File: config.mk
export PLATFORM = sky130hd
export DESIGN_NAME = mma_ram
export DESIGN_NICKNAME = d
export VERILOG_FILES = /design/src/rtl/mma_pkg.sv /design/src/rtl/mma_ram.sv
export SDC_FILE = /design/constraint.sdc
export NUM_CORES = 1
export LEC_CHECK = 0
export BUFFER_PORTS_ARGS = -buffer_cell sky130_fd_sc_hd__buf_2
export CAP_MARGIN = 10
export CORE_ASPECT_RATIO = 0.7
export CORE_UTILIZATION = 50
export CTS_BUF_LIST = sky130_fd_sc_hd__clkbuf_16
export CTS_CLUSTER_DIAMETER = 50
export DETAILED_ROUTE_END_ITERATION = 8
export PLACE_DENSITY = 0.68
export SYNTH_ARGS = -nofsm -noshare
export SYNTH_HDL_FRONTEND = slang
export SYNTH_SLANG_ARGS = --single-unit
File: constraint.sdc
create_clock -name clk -period 4.8 [get_ports clk]
set_clock_uncertainty 0.05 [all_clocks]
set_input_delay 0.96 -clock clk [delete_from_list [all_inputs] [get_ports clk]]
set_output_delay 0.96 -clock clk [all_outputs]
set_load 0.02 [all_outputs]
File: src/rtl/mma_pkg.sv
// ----------------------------------------------------------------------------
// mma_pkg
// Types, constants and helpers shared by the moving average filter files.
// ----------------------------------------------------------------------------
package mma_pkg;

  // default sizing
  localparam int CHANNELS_DEF    = 7;
  localparam int CAM_DEPTH_DEF   = 16;
  localparam int FORCE_DEPTH_DEF = 16;

  // configuration port
  localparam int CFG_IDX_W  = 1;
  localparam int CFG_DATA_W = 5;
  localparam logic [CFG_IDX_W-1:0] REG_CAM_WINDOW     = 1'b0;
  localparam logic [CFG_IDX_W-1:0] REG_TENSION_WINDOW = 1'b1;
  localparam logic [CFG_DATA_W-1:0] CAM_WINDOW_RST     = 5'd8;
  localparam logic [CFG_DATA_W-1:0] TENSION_WINDOW_RST = 5'd8;

  // channel code that is never processed
  localparam logic [2:0] CHANNEL_INVALID = 3'd7;

  // input item
  typedef struct packed {
    logic [2:0]         channel;
    logic signed [31:0] x_pos;
    logic signed [31:0] y_pos;
    logic signed [23:0] pull_force;
  } in_item_t;

  // result item
  typedef struct packed {
    logic [2:0]         out_channel;
    logic signed [31:0] avg_x;
    logic signed [31:0] avg_y;
    logic signed [23:0] avg_force;
  } out_item_t;

  // index width for n entries, at least one bit
  function automatic int idx_bits(input int n);
    return (n > 1) ? $clog2(n) : 1;
  endfunction

endpackage

File: src/rtl/mma_ram.sv
// ----------------------------------------------------------------------------
// mma_ram
// Generic single-write, single-read RAM with registered read data.
// ----------------------------------------------------------------------------
module mma_ram #(
  parameter int WIDTH = 32,
  parameter int DEPTH = 16
) (
  input  logic                                 clk,
  input  logic                                 we,
  input  logic [mma_pkg::idx_bits(DEPTH)-1:0]  waddr,
  input  logic [WIDTH-1:0]                     wdata,
  input  logic [mma_pkg::idx_bits(DEPTH)-1:0]  raddr,
  output logic [WIDTH-1:0]                     rdata
);
  import mma_pkg::*;

  logic [WIDTH-1:0] mem [DEPTH];

  // write port
  always_ff @(posedge clk) begin
    if (we) begin
      mem[waddr] <= wdata;
    end
  end

  // registered read port
  always_ff @(posedge clk) begin
    rdata <= mem[raddr];
  end

endmodule

==> results.py <==
metrics = {
    "floorplan": {
        "fp-row-count": 60,
        "dieArea_um2": 40500,
        "ios": 74,
        "die_x_um": 240,
        "die_y_um": 169,
        "core-area_um2": 38700,
        "start_util": 0.513,
    },
    "synth": {
        "ys_seq_elements": 544,
        "syn-num-nets": 880,
        "netlist-cell-type-count": 18,
        "synth_edf_count": 512,
        "syn_area_per_cell_um2": 23.7,
        "netlist_instances": 838,
        "yosysTopAreaCell": "edfxtp_1",
        "synth-seq-area-share": 0.807,
        "netlist_top_cells_count": "edfxtp_1 (512), mux4_2 (128), a22oi_1 (64)",
        "synthArstFlopShare": 0,
        "synthFlopType": "edfxtp_1",
        "netlist_area_um2": 19900,
        "synthTopCellsByArea": "edfxtp_1 (77%), mux4_2 (15%), dfxtp_1 (3.2%), a22oi_1 (2.4%), nand2_1 (0.62%)",
        "yosysWarningCount": 0,
        "synth.most_common_cell": "edfxtp_1",
        "synth_top_area_frac": 0.774,
    },
    "cts": {
        "clkSinkCount": 544,
        "hold_buffers": 0,
        "cts_buffer_depth": 3,
        "cts_made_buffers": 49,
        "root_buffer": "clkbuf_16",
        "post_cts_buffers": 0,
        "clk_pin_slew_ps": 60,
        "tritoncts": "done",
        "cts.repair.resized": 0,
        "htreeDepth": 2,
        "worstSkewPairLatency_ps": 560,
    },
    "worst_setup_path": {
        "r2r_slack_ps": 3360,
        "r2r_cells": 3,
        "cp_max_fo": 22,
        "endpoint_kind": "register",
        "cp.arrival_ps": 2710,
        "path_class": "input pin to register",
        "rr_endpoint": "rdata[1]",
        "crit_start": "waddr[2]",
        "regToRegStartpoint": "mem[3][1]",
        "required_ps": 5020,
        "start_kind": "input pin",
        "crit_end": "mem[2][19]",
    },
    "cells_and_area": {
        "area_growth_pct": 13.3,
        "layout-drive-gt1-share": 0.316,
        "nNetsFinal": 992,
    },
    "detailed_routing": {
        "drc": 0,
        "drtIter0Drc": 757,
        "routedWlPerCell_um": 27.2,
        "num_vias": 8957,
        "vias_per_cell": 5.92,
        "ant_nets": 0,
        "drt_first_pass_iters": 5,
        "drt_wl_total_um": 41100,
    },
    "global_routing": {
        "grt_max_degree": 59,
        "gr-total-overflow": 0,
        "grt_pass1_wl_um": 60900,
        "antenna_found_initial": 3,
        "grt_usage": 0.209,
        "grt_pass1_vias": 9184,
    },
    "place": {
        "hpwlAfterDp_um": 22100,
        "port_buffers": 73,
        "place_congestion": 0.746,
    },
    "sta": {
        "worst_pin_slew_ps": 1140,
        "hold_viol_final": 0,
        "fin_tns_setup_ps": 0,
        "timing.fmax_ghz": 0.402,
        "setup_viol_count_final": 0,
        "slew_headroom": 0.242,
        "fin_crit_sh": 0.519,
        "rsz0062_at_grt": "no",
        "drv_slew": 0,
        "fin_crit_ps": 2490,
    },
    "pwr": {
        "irDropWorstVdd_mv": 0.303,
        "cellPowerDensity_nw_per_um2": 417,
        "p_leak_nw": 7.27,
        "finalPower_mw": 9.39,
    },
    "min_path": {
        "worst_hold_path_type": "register to register",
    },
    "status": {
        "status": "finished clean",
    },
    "job": {
        "maxCapViolCount": 0,
    },
}
-- metrics by stage --
step	setup WS (ps)	hold WS, ps	cell area (um^2)	utilization	std cells
after floorplan	610	585	19900	-	838
after global placement	1730	601	21100	0.544	1426
after detailed placement	1690	611	21100	0.544	1426
after CTS	2280	623	22500	0.581	1513
after global routing	2180	653	22500	0.581	1513
final	2310	620	22500	0.581	1514
-- report_power, final --
| group | switching (mW) | internal (mW) | leakage, nW |
|---|---|---|---|
| combinational | 0.299 | 0.190 | 1.60 |
| clock | 1.61 | 1.95 | 0.768 |
| sequential | 0.0335 | 5.31 | 4.89 |
| total | 1.94 | 7.45 | 7.27 |
-- state kept, by name, summed over array words and instances (netlist names) --
signal	cells
mem	512
rdata	32
-- kinds of logic (layout without fill, tap and decap cells) --
group                  count (synthesis)  after routing  synth area share
AO/OA/AOI/OAI                         64             64            0.0242
buffers and inverters                 43            191            0.0112
flip-flops                           544            544             0.807
multiplexers                         128            128             0.145
other                                  0              1                 0
AND/OR/NAND/NOR                       59             59            0.0127
-- worst min-delay path by stage --
stage                            from  cells past startpoint  slack (ps)         to
after detailed placement   mem[14][1]                      3         610   rdata[1]
after global placement    mem[15][28]                      3         600  rdata[28]
after CTS                  mem[14][1]                      3         620   rdata[1]
after global routing       mem[12][7]                      3         650   rdata[7]
final                      mem[15][1]                      3         620   rdata[1]
after floorplan            mem[14][0]                      3         580   rdata[0]
-- routing by layer --
layer  global-route usage  wire length, um  up-vias
met4               0.0498              725        4
met2                0.328            19800      296
met1                0.309            18200     4797
met3               0.0373             2440       66
met5                    0               31        -
li1                     -                -     3794
-- cells in the final DEF, fill, tap and decap left out, types with 2 or more instances in the layout --
cell type,synthesis,layout
inv_1,0,17
nor3_2,0,4
nand3b_1,2,2
buf_12,0,2
nand2b_1,2,2
clkinv_2,0,6
edfxtp_1,512,512
mux4_2,128,128
dfxtp_1,32,32
a22oi_1,64,64
buf_2,4,71
nor2b_4,0,2
bufinv_16,0,2
nor2_4,0,13
nand2_1,33,33
clkbuf_16,0,49
buf_4,11,30
clkinv_1,0,11
-- final cells by class --
class | count | area, um^2
clock inverters | 38 | 211
well taps | 527 | 659
diodes | 1 | 2.50
repair buffers | 104 | 634
clock buffers | 49 | 1230
flip-flops and latches | 544 | 16000
fillers | 2816 | 16200
multi-input cells | 251 | 3750
-- critical path: stages --
cell	delay [ps]
buf_2	120
or3b_2	580
nor2_4	740
buf_4	300
Power figures use the tool's default switching activity.
