--- config.mk ---
export PLATFORM = sky130hd
export DESIGN_NAME = mma_divider
export DESIGN_NICKNAME = d
export VERILOG_FILES = /design/src/rtl/mma_pkg.sv /design/src/rtl/mma_divider.sv
export SDC_FILE = /design/constraint.sdc
export NUM_CORES = 1
export LEC_CHECK = 0
export BUFFER_PORTS_ARGS = -buffer_cell sky130_fd_sc_hd__buf_4
export CORE_MARGIN = 2
export CORE_UTILIZATION = 56
export CTS_BUF_LIST = sky130_fd_sc_hd__clkbuf_8
export CTS_CLUSTER_DIAMETER = 30
export DETAILED_ROUTE_END_ITERATION = 8
export GPL_TIMING_DRIVEN = 0
export PLACE_DENSITY_LB_ADDON = 0.25
export SETUP_SLACK_MARGIN = 0.5
export SYNTH_ARGS = -nofsm -noshare
export SYNTH_HDL_FRONTEND = slang
export SYNTH_SLANG_ARGS = --single-unit
--- constraint.sdc ---
create_clock -name clk -period 7.4 [get_ports clk]
set_input_delay 2.22 -clock clk [delete_from_list [all_inputs] [get_ports clk]]
set_output_delay 2.22 -clock clk [all_outputs]
set_load 0.01 [all_outputs]
--- src/rtl/mma_pkg.sv ---
// ----------------------------------------------------------------------------
// mma_pkg
// Types, constants and helpers shared by the moving average filter files.
// ----------------------------------------------------------------------------
package mma_pkg;

  // default sizing
  localparam int CHANNELS_DEF    = 7;
  localparam int CAM_DEPTH_DEF   = 16;
  localparam int FORCE_DEPTH_DEF = 16;

  // configuration port
  localparam int CFG_IDX_W  = 1;
  localparam int CFG_DATA_W = 5;
  localparam logic [CFG_IDX_W-1:0] REG_CAM_WINDOW     = 1'b0;
  localparam logic [CFG_IDX_W-1:0] REG_TENSION_WINDOW = 1'b1;
  localparam logic [CFG_DATA_W-1:0] CAM_WINDOW_RST     = 5'd8;
  localparam logic [CFG_DATA_W-1:0] TENSION_WINDOW_RST = 5'd8;

  // channel code that is never processed
  localparam logic [2:0] CHANNEL_INVALID = 3'd7;

  // input item
  typedef struct packed {
    logic [2:0]         channel;
    logic signed [31:0] x_pos;
    logic signed [31:0] y_pos;
    logic signed [23:0] pull_force;
  } in_item_t;

  // result item
  typedef struct packed {
    logic [2:0]         out_channel;
    logic signed [31:0] avg_x;
    logic signed [31:0] avg_y;
    logic signed [23:0] avg_force;
  } out_item_t;

  // index width for n entries, at least one bit
  function automatic int idx_bits(input int n);
    return (n > 1) ? $clog2(n) : 1;
  endfunction

endpackage

--- src/rtl/mma_divider.sv ---
// ----------------------------------------------------------------------------
// mma_divider
// Radix-2 restoring divider, signed dividend by unsigned nonzero divisor,
// quotient truncated toward zero. One quotient bit per cycle.
// ----------------------------------------------------------------------------
module mma_divider #(
  parameter int DIVIDEND_W = 37,
  parameter int DIVISOR_W  = 5
) (
  input  logic                         clk,
  input  logic                         rst,
  input  logic                         start,
  input  logic signed [DIVIDEND_W-1:0] dividend,
  input  logic [DIVISOR_W-1:0]         divisor,
  output logic                         done,
  output logic signed [DIVIDEND_W-1:0] quotient
);
  import mma_pkg::*;

  localparam int CNT_W = $clog2(DIVIDEND_W + 1);

  logic                  running;
  logic                  neg;
  logic [CNT_W-1:0]      cnt;
  logic [DIVIDEND_W-1:0] mag;
  logic [DIVISOR_W-1:0]  dsr;
  logic [DIVISOR_W-1:0]  rem;
  logic [DIVISOR_W:0]    rem_sh;
  logic                  fits;
  logic [DIVISOR_W:0]    rem_diff;

  // one restoring step: shift in the next dividend bit, subtract if it fits
  always_comb begin
    rem_sh   = {rem, mag[DIVIDEND_W-1]};
    fits     = rem_sh >= {1'b0, dsr};
    rem_diff = rem_sh - {1'b0, dsr};
  end

  // step sequencer
  always_ff @(posedge clk) begin
    if (rst) begin
      running <= 1'b0;
      done    <= 1'b0;
      cnt     <= '0;
    end else begin
      done <= 1'b0;
      if (start) begin
        running <= 1'b1;
        cnt     <= CNT_W'(DIVIDEND_W);
      end else if (running) begin
        cnt <= cnt - 1'b1;
        if (cnt == CNT_W'(1)) begin
          running <= 1'b0;
          done    <= 1'b1;
        end
      end
    end
  end

  // datapath: magnitude register doubles as quotient register
  always_ff @(posedge clk) begin
    if (start) begin
      neg <= dividend[DIVIDEND_W-1];
      mag <= dividend[DIVIDEND_W-1] ? DIVIDEND_W'(-dividend) : DIVIDEND_W'(dividend);
      dsr <= divisor;
      rem <= '0;
    end else if (running) begin
      rem <= fits ? rem_diff[DIVISOR_W-1:0] : rem_sh[DIVISOR_W-1:0];
      mag <= {mag[DIVIDEND_W-2:0], fits};
    end
  end

  // restore the sign
  assign quotient = neg ? -$signed(mag) : $signed(mag);

endmodule

==> summary.md <==
| Metric | Value |
|---|---|
| CTS tree | `built` |
| Syn Inst Count | `460` |
| Synth area leader | `edfxtp_1` |
| Seq cells post-synth | `56` |
| Mapped cell area | `roughly 4100 um2` |
| Final wirelength | `about 11,000 um` |
| P per Cell Area | `roughly 180 nW/um2` |
| Nets | `604` |
| Post-route cell area | `about 5000 um2` |
| Global route overflow | `0` |
| Largest net degree at the start of global routing | `38` |
| Unique masters post-synth | `55` |
| Clock Tree Buf Depth | `2` |
| Avg Cell Area, Syn | `around 9 um2` |
| CTS sink count | `between 50 and 60` |
| GRT met3 Usage | `around 5.4%` |
| Core Rows | `31` |
| Antenna diodes | `0` |
| Share of the synthesized area in the top cell type | `between 30% and 40%` |
| Worst slew margin | `between 20% and 30%` |
| Critical Path Start Type | `register` |
| Inserted Clock Buffers | `5` |
| Placed cell area | `around 4900 um2` |
| Post-synth EDFFs | `43` |
| Root buffer cell | `clkbuf_8` |
| Leak Pwr | `0.00182 uW` |
| Initial core utilization | `between 50% and 60%` |
| R2R depth | `9` |
| RSZ-0062 raised after global routing | `no` |
| CTS H-tree lvls | `2` |
| Die width | `89.9 um` |
| Slew Limit Fails | `0` |
| Via count | `4,004` |
| Multi-input logic area | `between 2000 and 2500 um2` |
| Critical Path RT | `just over 5 ns` |
| Most common cell in the synthesized netlist | `nor2_1` |
| Synth-to-layout area growth | `20.7%` |
| Syn Nets | `515` |
| Clk_lat worst skew | `~0.33 ns` |
| Final Hold Fails | `0` |
| WL/cell | `17.7 um` |
| Cell Chain, Critical Path | `inv_1 > ha_1 > or3b_2 > nor4_1 > nand2_1 > o41ai_1 > xnor2_1 > buf_4` |
| Reg clk slew, reported paths | `around 0.10 ns` |
| Antenna violations before repair | `0` |
| RR Endpoint | `rem[0]` |
| Total power draw | `891 uW` |
| Critical Path AT | `3.28 ns` |
| Iteration count of the initial detailed-routing pass | `5` |
| Post_cts resized | `0` |
| Register-to-Register Setup Slack | `between 4 and 5 ns` |
| Slowest CP cell | `nor4_1` |
| Antenna-violating nets left | `0` |
| Synth top area cells | `edfxtp_1, xnor2_1, dfxtp_1` |
| Max VDD drop | `~0.094 mV` |
| DIE AREA | `approximately 8100 um2` |
| Final GP Congestion | `0.896` |
| Max-cap viol count | `0` |
| DIE HEIGHT | `about 90 um` |
| Sink of the worst hold path | `rem[4]` |
| Post-DP HPWL | `about 8600 um` |
| Drt drc | `0` |
| Sequential area share after synthesis | `between 30 and 40%` |
| Prevailing post-synth register cell | `edfxtp_1` |
| Critical path class | `register to output port` |
| Setup TNS | `0 ns` |
| I/O pin count | `83` |
| Fraction of layout cells with a size suffix above 1 | `between 10% and 20%` |
| Total core area | `around 7200 um2` |
| Launch point of the worst reg-to-reg path | `mag[36]` |
| Final min period | `~5.5 ns` |
| 1st-iter DRT viols | `~530` |
| Synth top cells by count | `nor2_1, xnor2_1, edfxtp_1` |
| Reg area | `about 1600 um2` |
| Measured slew at the worst slew-check pin | `1.16 ns` |
| Delay of the slowest critical-path stage | `just over 0.8 ns` |
| Total track usage | `about 27%` |
| Final setup skew | `between 0.01 and 0.015 ns` |
| Final hold slack | `about 0.5 ns` |
| Status | `completed` |
| Final period util | `around 74%` |
| Number of global-route vias before repair | `around 3,700` |
| Hold depth | `1` |
| First-pass GRT wire length | `roughly 18,000 um` |
| FILL cells | `approximately 600` |
| # hold bufs at CTS | `0` |
| Hold Crit Start | `rem[4]` |
| IO buf count | `approximately 80` |
| Worst Setup End Kind | `output port` |
| Grt peak-use layer | `met2` |
| FFs w/ async S/R, synth | `0%` |
| Met2 Use GR | `a little over two fifths` |
| Drt via density | `6.17` |
| Synthesis Warnings | `0` |
| Worst-path fanout max | `5` |
| Max Clk Rate | `182 MHz` |
| Final Util | `between 60% and 70%` |
| # Post-CTS Setup Buffers | `0` |
| Met1 usage | `between 30% and 40%` |
| Class of the worst hold path | `register to register` |
| Number of setup violations in the final report | `0` |
[per-stage QoR]
stage               cells  setup slack (ns)
detailed placement    640              2.38
finish                649              1.90
global placement      640              2.42
CTS                   648              2.01
global route          649              1.73
floorplan             460              2.90
[power breakdown]
| group | total (uW) | switching (uW) | leakage (uW) | internal, uW |
|---|---|---|---|---|
| Clock | 182 | 112 | 0.0000491 | 70.0 |
| Sequential | 416 | 37.0 | 0.000531 | 379 |
| Combinational | 293 | 148 | 0.00124 | 145 |
[logic make-up (layout without fill, tap and decap cells)]
logic type	after synthesis	count (layout)	share of synthesized area (%)
compound gates	115	115	18.7
xor+xnor	69	69	14.6
fa+ha+maj	10	10	3.21
buf+inv	38	128	3.79
flops	56	56	37.6
mux	6	6	1.51
simple gates	166	166	20.7
[placed cells by master (no fill, tap or decap), types with 5 or more instances in the layout]
cell | synthesis | layout
o31ai_1 | 18 | 18
buf_4 | 1 | 82
clkbuf_8 | 0 | 5
or4_1 | 9 | 9
dfxtp_1 | 13 | 13
o21ai_0 | 17 | 17
edfxtp_1 | 43 | 43
inv_1 | 14 | 13
xor2_1 | 23 | 23
nand2_1 | 29 | 29
o41ai_1 | 15 | 15
clkbuf_1 | 16 | 16
a31oi_1 | 5 | 5
xnor2_1 | 46 | 46
ha_1 | 9 | 9
nor3_1 | 18 | 18
nor4_1 | 9 | 9
or3_1 | 14 | 14
nor2_1 | 51 | 51
nor2b_1 | 5 | 5
or2_2 | 5 | 5
a21oi_1 | 35 | 35
[layer usage]
metal  up-vias  share of wire [%]
li1       1890                  -
met1      1838                 40
met2       235                 46
met3        41                 10
met4         0                2.8
met5         -                  0
[area by class of cell]
class	instances	area share, %
buffer	23	2.01
clock inverter	3	0.527
multi-input combinational	366	48.6
clock buffer	5	1.38
inverter	15	1.13
sequential	56	31.1
tap	99	2.48
timing repair buffer	82	12.7
[worst max-delay path by stage]
| stage | start | end | slack [ns] |
|---|---|---|---|
| CTS | mag[0] | quotient[16] | 2.01 |
| detailed placement | mag[0] | quotient[16] | 2.38 |
| floorplan | mag[0] | quotient[30] | 2.90 |
| global placement | mag[0] | quotient[16] | 2.42 |
| finish | mag[0] | quotient[16] | 1.90 |
| global route | mag[0] | quotient[16] | 1.73 |
[critical path, delay by kind of cell, from the launching register on]
family | cells | cell delay [ns]
and+or+nand+nor | 3 | 1.55
DFF | 1 | 0.47
AOI/OAI and AO/OA | 1 | 0.39
buffers and inverters | 2 | 0.23
xor gates and xnor gates | 1 | 0.17
adders and majority gates | 1 | 0.15
[flip-flops by register name, summed over array words and instances (netlist names)]
| signal | count |
|---|---|
| running | 1 |
| mag | 37 |
| dsr | 5 |
| rem | 5 |
| neg | 1 |
| done | 1 |
| cnt | 6 |
Note: power is estimated with default switching activity, not from simulation.
